==> config.mk <==
export PLATFORM = sky130hd
export DESIGN_NAME = timestamp_seconds_shifter
export DESIGN_NICKNAME = d
export VERILOG_FILES = /design/src/design/tss_pkg.sv /design/src/design/tss_state.sv /design/src/design/timestamp_seconds_shifter.sv
export VERILOG_INCLUDE_DIRS = /design/src /design/src/design
export SDC_FILE = /design/constraint.sdc
export NUM_CORES = 1
export LEC_CHECK = 0
export ABC_AREA = 1
export BUFFER_PORTS_ARGS = -buffer_cell sky130_fd_sc_hd__buf_2
export CAP_MARGIN = 20
export CELL_PAD_IN_SITES_DETAIL_PLACEMENT = 1
export CELL_PAD_IN_SITES_GLOBAL_PLACEMENT = 1
export CORE_MARGIN = 3
export CORE_UTILIZATION = 48
export CTS_BUF_LIST = sky130_fd_sc_hd__clkbuf_8
export DETAILED_ROUTE_END_ITERATION = 7
export PLACE_DENSITY = 0.94
export SLEW_MARGIN = 0
export SYNTH_ARGS = -nofsm -noshare
export SYNTH_HDL_FRONTEND = slang
export SYNTH_SLANG_ARGS = --single-unit
==> constraint.sdc <==
create_clock -name clk -period 8.9 [get_ports clk]
set_input_delay 0.89 -clock clk [delete_from_list [all_inputs] [get_ports clk]]
set_output_delay 0.89 -clock clk [all_outputs]
set_load 0.02 [all_outputs]
==> src/design/timestamp_seconds_shifter_assert.svh <==
// Assertion macros for the timestamp seconds shifter.
// Used by the top level; needs nothing else.
`ifndef TIMESTAMP_SECONDS_SHIFTER_ASSERT_SVH
`define TIMESTAMP_SECONDS_SHIFTER_ASSERT_SVH

// The consequent must hold in the same cycle as the trigger.
`define TSS_ASSERT_SAME(label, clk, rst, trig, cons) \
  label: assert property (@(posedge clk) disable iff (rst) (trig) |-> (cons)) \
    else $error("timestamp_seconds_shifter: same-cycle check failed");

// The consequent must hold in the cycle after the trigger.
`define TSS_ASSERT_NEXT(label, clk, rst, trig, cons) \
  label: assert property (@(posedge clk) disable iff (rst) (trig) |=> (cons)) \
    else $error("timestamp_seconds_shifter: next-cycle check failed");

`endif

==> src/design/tss_pkg.sv <==
// Shared types and constants for the timestamp seconds shifter.
// Used by tss_state and timestamp_seconds_shifter; depends on nothing.
package tss_pkg;

  localparam int SECONDS_BITS_DEFAULT = 32;
  localparam int PADDR_W = 5;

  localparam logic [7:0]  ZERO_CODE_RESET = 8'd112;
  localparam logic [7:0]  ONE_CODE_RESET  = 8'd113;
  localparam logic [2:0]  THRESHOLD_RESET = 3'd5;
  localparam logic [23:0] TIMEOUT_RESET   = 24'd1100;
  localparam logic [31:0] EPOCH_RESET     = 32'd631152000;

  typedef enum logic [1:0] {
    KIND_SECOND = 2'd0,
    KIND_TIMER  = 2'd1,
    KIND_RESYNC = 2'd2
  } kind_t;

  typedef enum logic [2:0] {
    REG_ZERO_CODE = 3'd0,
    REG_ONE_CODE  = 3'd1,
    REG_THRESHOLD = 3'd2,
    REG_TIMEOUT   = 3'd3,
    REG_EPOCH     = 3'd4
  } reg_index_t;

  typedef struct packed {
    logic [7:0]  shift_zero_code;
    logic [7:0]  shift_one_code;
    logic [2:0]  stable_threshold;
    logic [23:0] timeout_ticks;
    logic [31:0] epoch_offset;
  } cfg_t;

  typedef struct packed {
    logic [1:0]  kind;
    logic        sys_time_valid;
    logic [31:0] sys_seconds;
  } item_t;

  typedef struct packed {
    logic               event_valid;
    logic [7:0]         event_code;
    logic               last;
    logic               seconds_stable;
    logic               delta_valid;
    logic signed [31:0] delta_seconds;
    logic [31:0]        next_value;
  } result_t;

  // Status that every result of one item carries.
  typedef struct packed {
    logic               seconds_stable;
    logic               delta_valid;
    logic signed [31:0] delta_seconds;
    logic [31:0]        next_value;
  } status_t;

endpackage

==> src/design/tss_state.sv <==
// Timing state of the seconds shifter: stable count, watchdog, resync, next seconds, last delta.
// Depends on tss_pkg; instantiated by timestamp_seconds_shifter.
module tss_state import tss_pkg::*; #(
  parameter int SECONDS_BITS = SECONDS_BITS_DEFAULT
) (
  input  logic                    clk,
  input  logic                    rst,
  input  cfg_t                    cfg,
  input  logic                    load,
  input  item_t                   item,
  output logic                    send,
  output logic [SECONDS_BITS-1:0] tosend,
  output status_t                 status
);

  logic [2:0]              stable_count;
  logic                    resync_pending;
  logic [SECONDS_BITS-1:0] next_seconds;
  logic [23:0]             watchdog_count;
  logic                    watchdog_armed;
  logic [31:0]             last_delta;
  logic                    last_delta_valid;

  logic [2:0]              stable_count_next;
  logic                    resync_pending_next;
  logic [SECONDS_BITS-1:0] next_seconds_next;
  logic [23:0]             watchdog_count_next;
  logic                    watchdog_armed_next;
  logic [31:0]             last_delta_next;
  logic                    last_delta_valid_next;

  logic [SECONDS_BITS-1:0] now;
  logic [SECONDS_BITS-1:0] loaded;
  logic [63:0]             diff;
  logic                    ok;

  always_comb begin
    now = SECONDS_BITS'(64'(item.sys_seconds) + 64'(cfg.epoch_offset));
    ok  = stable_count >= cfg.stable_threshold;
    // Resync loads next_seconds before it is sent.
    loaded = (ok && item.sys_time_valid && resync_pending) ? now + 1'b1 : next_seconds;
    diff   = 64'(loaded) - 64'(now);

    stable_count_next     = stable_count;
    resync_pending_next   = resync_pending;
    next_seconds_next     = next_seconds;
    watchdog_count_next   = watchdog_count;
    watchdog_armed_next   = watchdog_armed;
    last_delta_next       = last_delta;
    last_delta_valid_next = last_delta_valid;
    send   = 1'b0;
    tosend = '0;

    case (item.kind)
      KIND_RESYNC: begin
        resync_pending_next = 1'b1;
      end
      KIND_TIMER: begin
        if (watchdog_armed) begin
          if ({1'b0, watchdog_count} + 25'd1 >= {1'b0, cfg.timeout_ticks}) begin
            stable_count_next   = '0;
            watchdog_count_next = '0;
          end else begin
            watchdog_count_next = watchdog_count + 24'd1;
          end
        end
      end
      KIND_SECOND: begin
        if (ok && item.sys_time_valid && resync_pending) begin
          resync_pending_next = 1'b0;
        end
        tosend = ok ? loaded : '0;
        next_seconds_next = loaded + 1'b1;
        send = ok && (loaded != '0);
        if (send && item.sys_time_valid) begin
          last_delta_next       = diff[31:0];
          last_delta_valid_next = 1'b1;
        end else begin
          last_delta_next       = '0;
          last_delta_valid_next = 1'b0;
        end
        if (!ok) begin
          stable_count_next = stable_count + 3'd1;
        end
        watchdog_count_next = '0;
        watchdog_armed_next = 1'b1;
      end
      default: begin
      end
    endcase

    status.seconds_stable = stable_count_next >= cfg.stable_threshold;
    status.delta_valid    = last_delta_valid_next;
    status.delta_seconds  = last_delta_next;
    status.next_value     = 32'(64'(next_seconds_next));
  end

  always_ff @(posedge clk) begin
    if (rst) begin
      stable_count     <= '0;
      resync_pending   <= 1'b1;
      next_seconds     <= '0;
      watchdog_count   <= '0;
      watchdog_armed   <= 1'b0;
      last_delta       <= '0;
      last_delta_valid <= 1'b0;
    end else if (load) begin
      stable_count     <= stable_count_next;
      resync_pending   <= resync_pending_next;
      next_seconds     <= next_seconds_next;
      watchdog_count   <= watchdog_count_next;
      watchdog_armed   <= watchdog_armed_next;
      last_delta       <= last_delta_next;
      last_delta_valid <= last_delta_valid_next;
    end
  end

endmodule

==> src/design/timestamp_seconds_shifter.sv <==
// Top level of the timestamp seconds shifter: APB registers, input stage, output shifter.
// Depends on tss_pkg, tss_state and timestamp_seconds_shifter_assert.svh.
//
// Each item is held in an input register and is processed when it moves into the
// output stage. A second tick that sends yields SECONDS_BITS results, one per cycle
// while result_ready is high, from the output shift register, MSB first; every other
// item yields one result. The output shifter sets the pace, and an item can wait in
// the input register while results are still being taken.
`include "timestamp_seconds_shifter_assert.svh"

module timestamp_seconds_shifter import tss_pkg::*; #(
  parameter int SECONDS_BITS = SECONDS_BITS_DEFAULT
) (
  input  logic               clk,
  input  logic               rst,
  input  logic               psel,
  input  logic               penable,
  input  logic               pwrite,
  input  logic [PADDR_W-1:0] paddr,
  input  logic [31:0]        pwdata,
  output logic [31:0]        prdata,
  output logic               pready,
  input  logic               item_valid,
  output logic               item_ready,
  input  item_t              item,
  output logic               result_valid,
  input  logic               result_ready,
  output result_t            result
);

  localparam int CNT_W = $clog2(SECONDS_BITS);
  localparam logic [CNT_W-1:0] LAST_BIT = CNT_W'(SECONDS_BITS - 1);

  cfg_t       cfg;
  reg_index_t reg_index;

  item_t held;
  logic  in_full;
  logic  move;

  logic                    snap_send;
  logic [SECONDS_BITS-1:0] snap_tosend;
  status_t                 snap_status;

  logic                    sending;
  logic [CNT_W-1:0]        bit_cnt;
  logic [SECONDS_BITS-1:0] shift_reg;
  status_t                 st;
  logic                    res_last;

  // Configuration port.
  assign pready    = 1'b1;
  assign reg_index = reg_index_t'(paddr[PADDR_W-1:2]);

  always_ff @(posedge clk) begin
    if (rst) begin
      cfg.shift_zero_code  <= ZERO_CODE_RESET;
      cfg.shift_one_code   <= ONE_CODE_RESET;
      cfg.stable_threshold <= THRESHOLD_RESET;
      cfg.timeout_ticks    <= TIMEOUT_RESET;
      cfg.epoch_offset     <= EPOCH_RESET;
    end else if (psel && penable && pwrite && pready) begin
      case (reg_index)
        REG_ZERO_CODE: cfg.shift_zero_code  <= pwdata[7:0];
        REG_ONE_CODE:  cfg.shift_one_code   <= pwdata[7:0];
        REG_THRESHOLD: cfg.stable_threshold <= pwdata[2:0];
        REG_TIMEOUT:   cfg.timeout_ticks    <= pwdata[23:0];
        REG_EPOCH:     cfg.epoch_offset     <= pwdata;
        default: begin
        end
      endcase
    end
  end

  always_comb begin
    case (reg_index)
      REG_ZERO_CODE: prdata = {24'd0, cfg.shift_zero_code};
      REG_ONE_CODE:  prdata = {24'd0, cfg.shift_one_code};
      REG_THRESHOLD: prdata = {29'd0, cfg.stable_threshold};
      REG_TIMEOUT:   prdata = {8'd0, cfg.timeout_ticks};
      REG_EPOCH:     prdata = cfg.epoch_offset;
      default:       prdata = '0;
    endcase
  end

  // Input stage: the held item moves on once the last result ahead of it is taken.
  assign res_last   = !sending || (bit_cnt == LAST_BIT);
  assign move       = in_full && (!result_valid || (result_ready && res_last));
  assign item_ready = !in_full || move;

  always_ff @(posedge clk) begin
    if (rst) begin
      in_full <= 1'b0;
    end else if (item_valid && item_ready) begin
      in_full <= 1'b1;
    end else if (move) begin
      in_full <= 1'b0;
    end
  end

  always_ff @(posedge clk) begin
    if (item_valid && item_ready) begin
      held <= item;
    end
  end

  tss_state #(
    .SECONDS_BITS(SECONDS_BITS)
  ) u_state (
    .clk    (clk),
    .rst    (rst),
    .cfg    (cfg),
    .load   (move),
    .item   (held),
    .send   (snap_send),
    .tosend (snap_tosend),
    .status (snap_status)
  );

  // Output stage.
  always_ff @(posedge clk) begin
    if (rst) begin
      result_valid <= 1'b0;
      sending      <= 1'b0;
      bit_cnt      <= '0;
    end else if (move) begin
      result_valid <= 1'b1;
      sending      <= snap_send;
      bit_cnt      <= '0;
    end else if (result_valid && result_ready) begin
      if (res_last) begin
        result_valid <= 1'b0;
        sending      <= 1'b0;
        bit_cnt      <= '0;
      end else begin
        bit_cnt <= bit_cnt + 1'b1;
      end
    end
  end

  always_ff @(posedge clk) begin
    if (move) begin
      shift_reg <= snap_tosend;
      st        <= snap_status;
    end else if (result_valid && result_ready && !res_last) begin
      shift_reg <= {shift_reg[SECONDS_BITS-2:0], 1'b0};
    end
  end

  always_comb begin
    result.event_valid    = sending;
    result.event_code     = sending ?
                            (shift_reg[SECONDS_BITS-1] ? cfg.shift_one_code
                                                       : cfg.shift_zero_code) : 8'd0;
    result.last           = res_last;
    result.seconds_stable = st.seconds_stable;
    result.delta_valid    = st.delta_valid;
    result.delta_seconds  = st.delta_seconds;
    result.next_value     = st.next_value;
  end

  `TSS_ASSERT_SAME(a_cnt_only_sending, clk, rst, bit_cnt != '0, sending && result_valid)
  `TSS_ASSERT_SAME(a_move_when_out_empty, clk, rst, in_full && !result_valid, item_ready)
  `TSS_ASSERT_NEXT(a_shift_continues, clk, rst,
                   result_valid && sending && result_ready && !res_last,
                   result_valid && sending)
  `TSS_ASSERT_NEXT(a_drain_empties, clk, rst,
                   result_valid && result_ready && res_last && !in_full,
                   !result_valid)

endmodule

==> impl_results.md, run 1 <==
* Pre-Repair DR Iteration Count at 5
* Max reg flops at 75
* Number of synthesized flops with an enable pin at 133
* Drt drc at 0
* CP Max Fanout at 34
* Setup_tns at 0 ps
* Peak supply drop at 0.000123 V
* Netlist Area Pre-Place at 20000 µm²
* Dpl cells at 3517
* Most common cell in the netlist: nand2_1
* Primary FF master, synth: dfxtp_1
* Crit path top cell by count: nand2_1
* Final core utilization at 55.2%
* GRT Total Usage at 32.9%
* Ys async rst share at 0%
* CTS Hold Bufs at 0
* Buffers added on ports at 186
* CP startpoint kind: register
* Gr ovfl total at 0
* Clk_skew at 36.2 ps
* Clock Path Buffers at 3
* Yosys warnings at 0
* Clock Tree Root: clkbuf_8
* Worst endpoint required time at 9510 ps
* Largest net degree at the start of global routing at 78
* P&R area growth vs syn at 13.2%
* Crit-path max cell delay at 520 ps
* Syn Inst Count at 2865
* Count of cell types in the netlist at 55
* Antenna violations before repair at 0
* Crit-path leading delay family: simple AND/OR/NAND/NOR gates
* Buf+Inv Stages, Crit Path at 5
* Syn Nets at 3047
* Top post-synthesis cells by area: edfxtp_1 20%, nand2_1 18%, dfxtp_1 18%, ha_1 6.3%, inv_1 6.1%
* CTS tree: yes
* Vias in the first global route at 22400
* Syn Area/Cell at 6.99 µm²
* Hold Vio Cnt, Final at 0
* Area leader, netlist: edfxtp_1
* Clk pin slew, worst setup/hold paths at 60 ps
* CP max stage cell: o21ai_0
* Power Total at 3.55 mW
* Die Y-Extent at 210 µm
* Status: finished clean
* WP data arrival at 6580 ps
* Dpl hpwl at 53100 µm
* P_leak at 11.0 nW
* Crit end category: register
* Fmax at 168 MHz
* # setup viols final at 0
* Diodes inserted at 0
* Starting density of the core at 48.8%
* Slew Viols, Final at 0
* Gpl congestion at 0.911
* Slew HR at 34.3%
* Worst-skew pair later-pin latency at 680 ps
* Most flops, register: cfg
* Die footprint at 44200 µm²
* WL/cell at 20.4 µm
* Max-cap violations at 0
* RSZ-0062 raised after global routing: no
* Detailed Route Iter0 Violations at 1486
* Die Span X at 210 µm
* Fin crit period at 5960 ps
* Vias/cell at 5.72
* Final #Nets at 3226
* Num rows at 74
* CP Class: register to register
* Setup bufs post-CTS at 0
* First-pass GRT wire length at 118000 µm
* Top Ports at 190
* Final Non-Filler Cells at 3621
* Worst hold path type: input port to register
* CTS Sinks at 310
* Slew @ Worst Pin at 978 ps
* Top cell type's share of synthesized area at 20.0%
* Flops & latches, synth at 310
* Core area at 41000 µm²
* Commonest cells post-synth: 976 x nand2_1, 327 x inv_1, 230 x nor2_1, 191 x nand3_1, 177 x dfxtp_1
* Drt total wl at 73700 µm
* PD cells at 157 nW/µm²
* Layout cells sized above 1 at 12.9%
* R2R Setup Slk at 2940 ps
* H-tree Lvls at 2
* Fin crit share at 67.0%
* Post-synthesis sequential area ratio at 37.7%
* Hold Slack at 399 ps
* Routed Antenna Nets at 0
* Post-CTS sizing at 0
* CTS buffer count at 53
* DR vias at 20700
-- power breakdown --
| part | leakage [nW] | switching, mW | internal (mW) | total, mW |
|---|---|---|---|---|
| sequential | 2.71 | 0.0191 | 1.52 | 1.54 |
| combinational | 7.58 | 0.410 | 0.149 | 0.559 |
| clock | 0.670 | 0.664 | 0.781 | 1.44 |
| total | 11.0 | 1.09 | 2.45 | 3.55 |
-- layer usage --
metal / vias to the layer above / track usage (%) / share of wire [%]
met5: - / 0 / 0
met4: 0 / 15.0 / 4.9
met3: 256 / 4.90 / 5.0
met2: 735 / 59.3 / 50
met1: 10000 / 38.8 / 40
li1: 9709 / - / -
-- cell usage in the layout (no fill, tap or decap), types with 43 or more instances in the layout --
cell	netlist	layout
a21oi_1	131	131
dfxtp_1	177	177
nand3_1	191	191
ha_1	101	101
nand4_1	43	43
buf_2	7	186
edfxtp_1	133	133
o21ai_0	166	166
nand2_1	976	976
clkbuf_8	0	65
inv_1	327	347
xor2_1	53	53
nor2_1	230	224
-- layout make-up --
class	count	area (µm²)
clock inverter	35	267
multi-input combinational	2133	10900
timing repair buffer	203	1130
clock buffer	65	895
tap	532	666
fill	5382	18400
sequential	310	7540
inverter	343	1290
-- through the flow --
stage | area (µm²) | setup slack, ps
4_1_cts | 22600 | 2480
6_report | 22700 | 2940
3_5_place_dp | 21400 | 2550
5_1_grt | 22700 | 2250
3_3_place_gp | 21400 | 2770
2_1_floorplan | 20000 | 3190
-- final timing paths --
| path | start | end | cells after the start |
|---|---|---|---|
| min reg2reg | u_state.last_delta[24] | u_state.last_delta[24] | 2 |
| max | u_state.stable_count[0] | u_state.last_delta[29] | 26 |
| min | item[34] | held[34] | 1 |
| max reg2reg | u_state.stable_count[0] | u_state.last_delta[29] | 26 |
-- cells by family after synthesis --
| family | Yosys count | synth area share, % |
|---|---|---|
| AOI/OAI and AO/OA | 385 | 10.7 |
| xor gates and xnor gates | 69 | 3.02 |
| adders and majority gates | 103 | 6.51 |
| buffers and inverters | 422 | 8.16 |
| DFF | 310 | 37.7 |
| other | 1 | 0.0187 |
| and+or+nand+nor | 1575 | 33.9 |
-- worst reg2reg max path: stages, from the launching register on --
cell	delay [ps]
dfxtp_1	370
inv_1	110
ha_1	300
nand3_1	90
nand3_2	160
nand3_2	500
inv_1	450
buf_4	420
nand3_1	180
nand2_1	160
inv_1	90
ha_1	370
nand2_1	100
nor2_1	110
inv_1	50
o21bai_1	250
a21boi_0	200
o21ai_0	520
a21oi_1	210
o21ai_0	460
nand3_1	130
nand2_1	110
xor2_1	160
nand3_1	140
nand2_1	140
nand2_1	60
nand2_1	80
(Power assumes the default switching activity.)
==> inputs of run 2 (changes only) <==
- ABC_AREA: 1 -> 0
- CORE_UTILIZATION: 48 -> 42
- PLACE_DENSITY: 0.94 -> 0.85
- clock period: 8.9 -> 5.3 ns (I/O delays scaled with it)
==> run 2 against run 1 <==
The flow now finishes with violations (hold timing, setup timing). Sequential power rose by 69%. Clock power rose by 57%. Critical path depth did not move. Synthesized area fell by 2.9%.
==> impl_results.md, run 2 <==
* Worst-skew pair later-pin latency at 720 ps
* CTS Sinks at 310
* Internal at 4.24 mW
* Clk pin slew, worst setup/hold paths at 80 ps
* Vias/cell at 6.76
* Buffers added on ports at 186
* Num rows at 78
* Hold Slack at -4.32 ps
* Power Total at 6.47 mW
* Status: complete, but fails checks
* Clock Path Buffers at 3
* Final #Nets at 2999
* Die Y-Extent at 221 µm
* CP Class: register to register
* Most common cell in the netlist: nand2_1
* Netlist Area Pre-Place at 19400 µm²
* CP Max Fanout at 5
* First-pass GRT wire length at 131000 µm
* Max-cap violations at 0
* Clock Tree Root: clkbuf_8
* WL/cell at 30.1 µm
* Switching share of power at 34.5%
* Number of synthesized flops with an enable pin at 133
* H-tree Lvls at 2
* Worst hold path type: input port to register
* Net switching power at 2.23 mW
* Count of cell types in the netlist at 90
* Fin crit period at 6320 ps
* Die Span X at 221 µm
* Slew @ Worst Pin at 1420 ps
* Sequential share of power at 40.1%
* Top cell type's share of synthesized area at 20.5%
* Final Non-Filler Cells at 3464
* Hold Vio Cnt, Final at 1
* CTS tree: yes
* Layout cells sized above 1 at 32.2%
* Drt drc at 0
* CTS buffer count at 54
* Routed Antenna Nets at 0
* Syn Nets at 2510
* GRT Total Usage at 33.3%
* Pre-Repair DR Iteration Count at 6
* # setup viols final at 92
* Slew HR at 4.58%
* Fmax at 158 MHz
* Dpl cells at 3296
* CP startpoint kind: register
* Fillcell total at 5279
* Gate power share at 24.9%
* Most flops, register: cfg
* Starting density of the core at 42.7%
* Gr ovfl total at 0
* Top Ports at 190
* Setup_tns at -63240 ps
* DR vias at 23400
* Worst endpoint required time at 5850 ps
* WP data arrival at 6870 ps
* Gpl congestion at 0.924
* Area leader, netlist: edfxtp_1
* Antenna violations before repair at 2
* Drt total wl at 104000 µm
* Ys async rst share at 0%
* Syn Area/Cell at 8.35 µm²
* P&R area growth vs syn at 35.2%
* Post-synthesis sequential area ratio at 38.8%
* PD cells at 246 nW/µm²
* Post-place setup slack at -531 ps
* Setup ws final at -1020 ps
* Clk_skew at 45.5 ps
* Max reg flops at 75
* P_leak at 10.8 nW
* Flops & latches, synth at 310
* Fin crit share at 119%
* Yosys warnings at 0
* Peak supply drop at 0.000216 V
* Slew Viols, Final at 0
* RSZ-0062 raised after global routing: yes
* Failing checks: hold timing, setup timing
* Vias in the first global route at 22800
* Commonest cells post-synth: 462 x nand2_1, 177 x dfxtp_1, 170 x a21oi_1, 137 x o21ai_0, 133 x edfxtp_1
* Primary FF master, synth: dfxtp_1
* Core area at 45600 µm²
* Dpl hpwl at 55000 µm
* Die footprint at 48900 µm²
* Top post-synthesis cells by area: edfxtp_1 21%, dfxtp_1 18%, nand2_1 8.9%, ha_1 6.5%, a21oi_1 4.4%
* Leading cell type in the layout, fill and taps excluded: nand2_1
* Syn Inst Count at 2328
* Clock power share at 35.0%
* Highest-count cells in the layout ignoring fill and taps: 458 x nand2_1, 350 x buf_4, 185 x buf_2
* Largest net degree at the start of global routing at 87
* Crit end category: register
* Detailed Route Iter0 Violations at 3135
[run 2: cell types whose count changed after synthesis, sizes merged, moves of 26 or more]
cell,previous run,this run
xor2,53,27
a21o,2,40
nor2,255,109
clkbuf,61,108
inv,337,80
nand3,234,80
a21oi,132,171
mux2i,0,38
nand2,997,462
xnor2,16,74
and3,1,36
[run 2: layout make-up]
class,count,area (µm²),share of cell area [%]
antenna,3,7.51,0.0286
clock buffer,59,812,3.09
clock inverter,41,213,0.809
inverter,82,317,1.20
multi-input combinational,1807,12600,48.1
sequential,310,7540,28.7
tap,600,751,2.86
timing repair buffer,562,4000,15.2
[run 2: timing repair]
action,4_1_cts,5_1_grt
resized for setup,130,232
endpoints found under the setup margin,70,87
hold buffers,0,0
gates cloned,4,3
buffers inserted,28,34
pin swaps,60,117
endpoints found under the hold margin,0,0
[run 2: path summary, 6_finish.rpt]
kind / startpoint / end / slack, ps / cells past startpoint
setup / recovery: held[0] / result[57] / -1020 / 26
hold / removal: item[34] / held[34] / -4 / 1
setup reg to reg: held[0] / result[57] / -1020 / 26
hold reg to reg: u_state.last_delta[30] / u_state.last_delta[30] / 460 / 2
[run 2: kinds of logic after synthesis]
logic type,after synthesis,share of synthesized area (%)
and+or+nand+nor,940,22.9
AOI/OAI and AO/OA,619,20.4
DFF,310,38.8
buffers and inverters,211,4.36
adders and majority gates,103,6.71
xor gates and xnor gates,102,4.71
muxes,42,2.19
other,1,0.0193
[run 2: worst max-delay path: stages (launching register included)]
cell and delay [ps]:
edfxtp_1 430, ha_2 230, fa_2 410, a211oi_4 290, buf_4 170, nor3b_4 50
or4_4 610, nor4_4 290, nand3_2 160, nor4_2 570, buf_4 270, nand3_2 100
a21oi_2 210, a21o_1 230, ha_4 250, a21o_1 190, a21o_1 190, a21oi_2 200
o21ai_1 110, and2_4 160, a21oi_4 220, buf_4 180, nand2b_4 70, a21oi_4 170
xnor2_2 150, nand2_1 110, o21ai_2 170
[run 2: routing by layer]
layer / GRT usage, % / wire length (µm) / vias to the layer above
li1: - / - / 9428
met1: 39.8 / 36600 / 11200
met2: 55.6 / 46400 / 2055
met3: 6.69 / 11400 / 773
met4: 20.0 / 9790 / 0
met5: 0 / 0 / -
[run 2: power by group through the flow]
stage	registers, mW	clock network (mW)	logic [mW]
4_1_cts	2.59	2.19	1.24
5_1_grt	2.60	2.36	1.63
3_3_place_gp	2.63	0	1.03
3_5_place_dp	2.64	0	1.08
2_1_floorplan	2.65	0	0.586
6_report	2.60	2.26	1.61
[run 2: per-stage QoR]
stage          hold slack (ps)  utilization (%)  cell area [µm²]
2_1_floorplan              425                -            19500
3_3_place_gp               433             50.5            23000
3_5_place_dp               444             50.5            23000
4_1_cts                   20.4             54.7            24900
5_1_grt                  -16.6             57.7            26300
6_report                 -4.32             57.7            26300
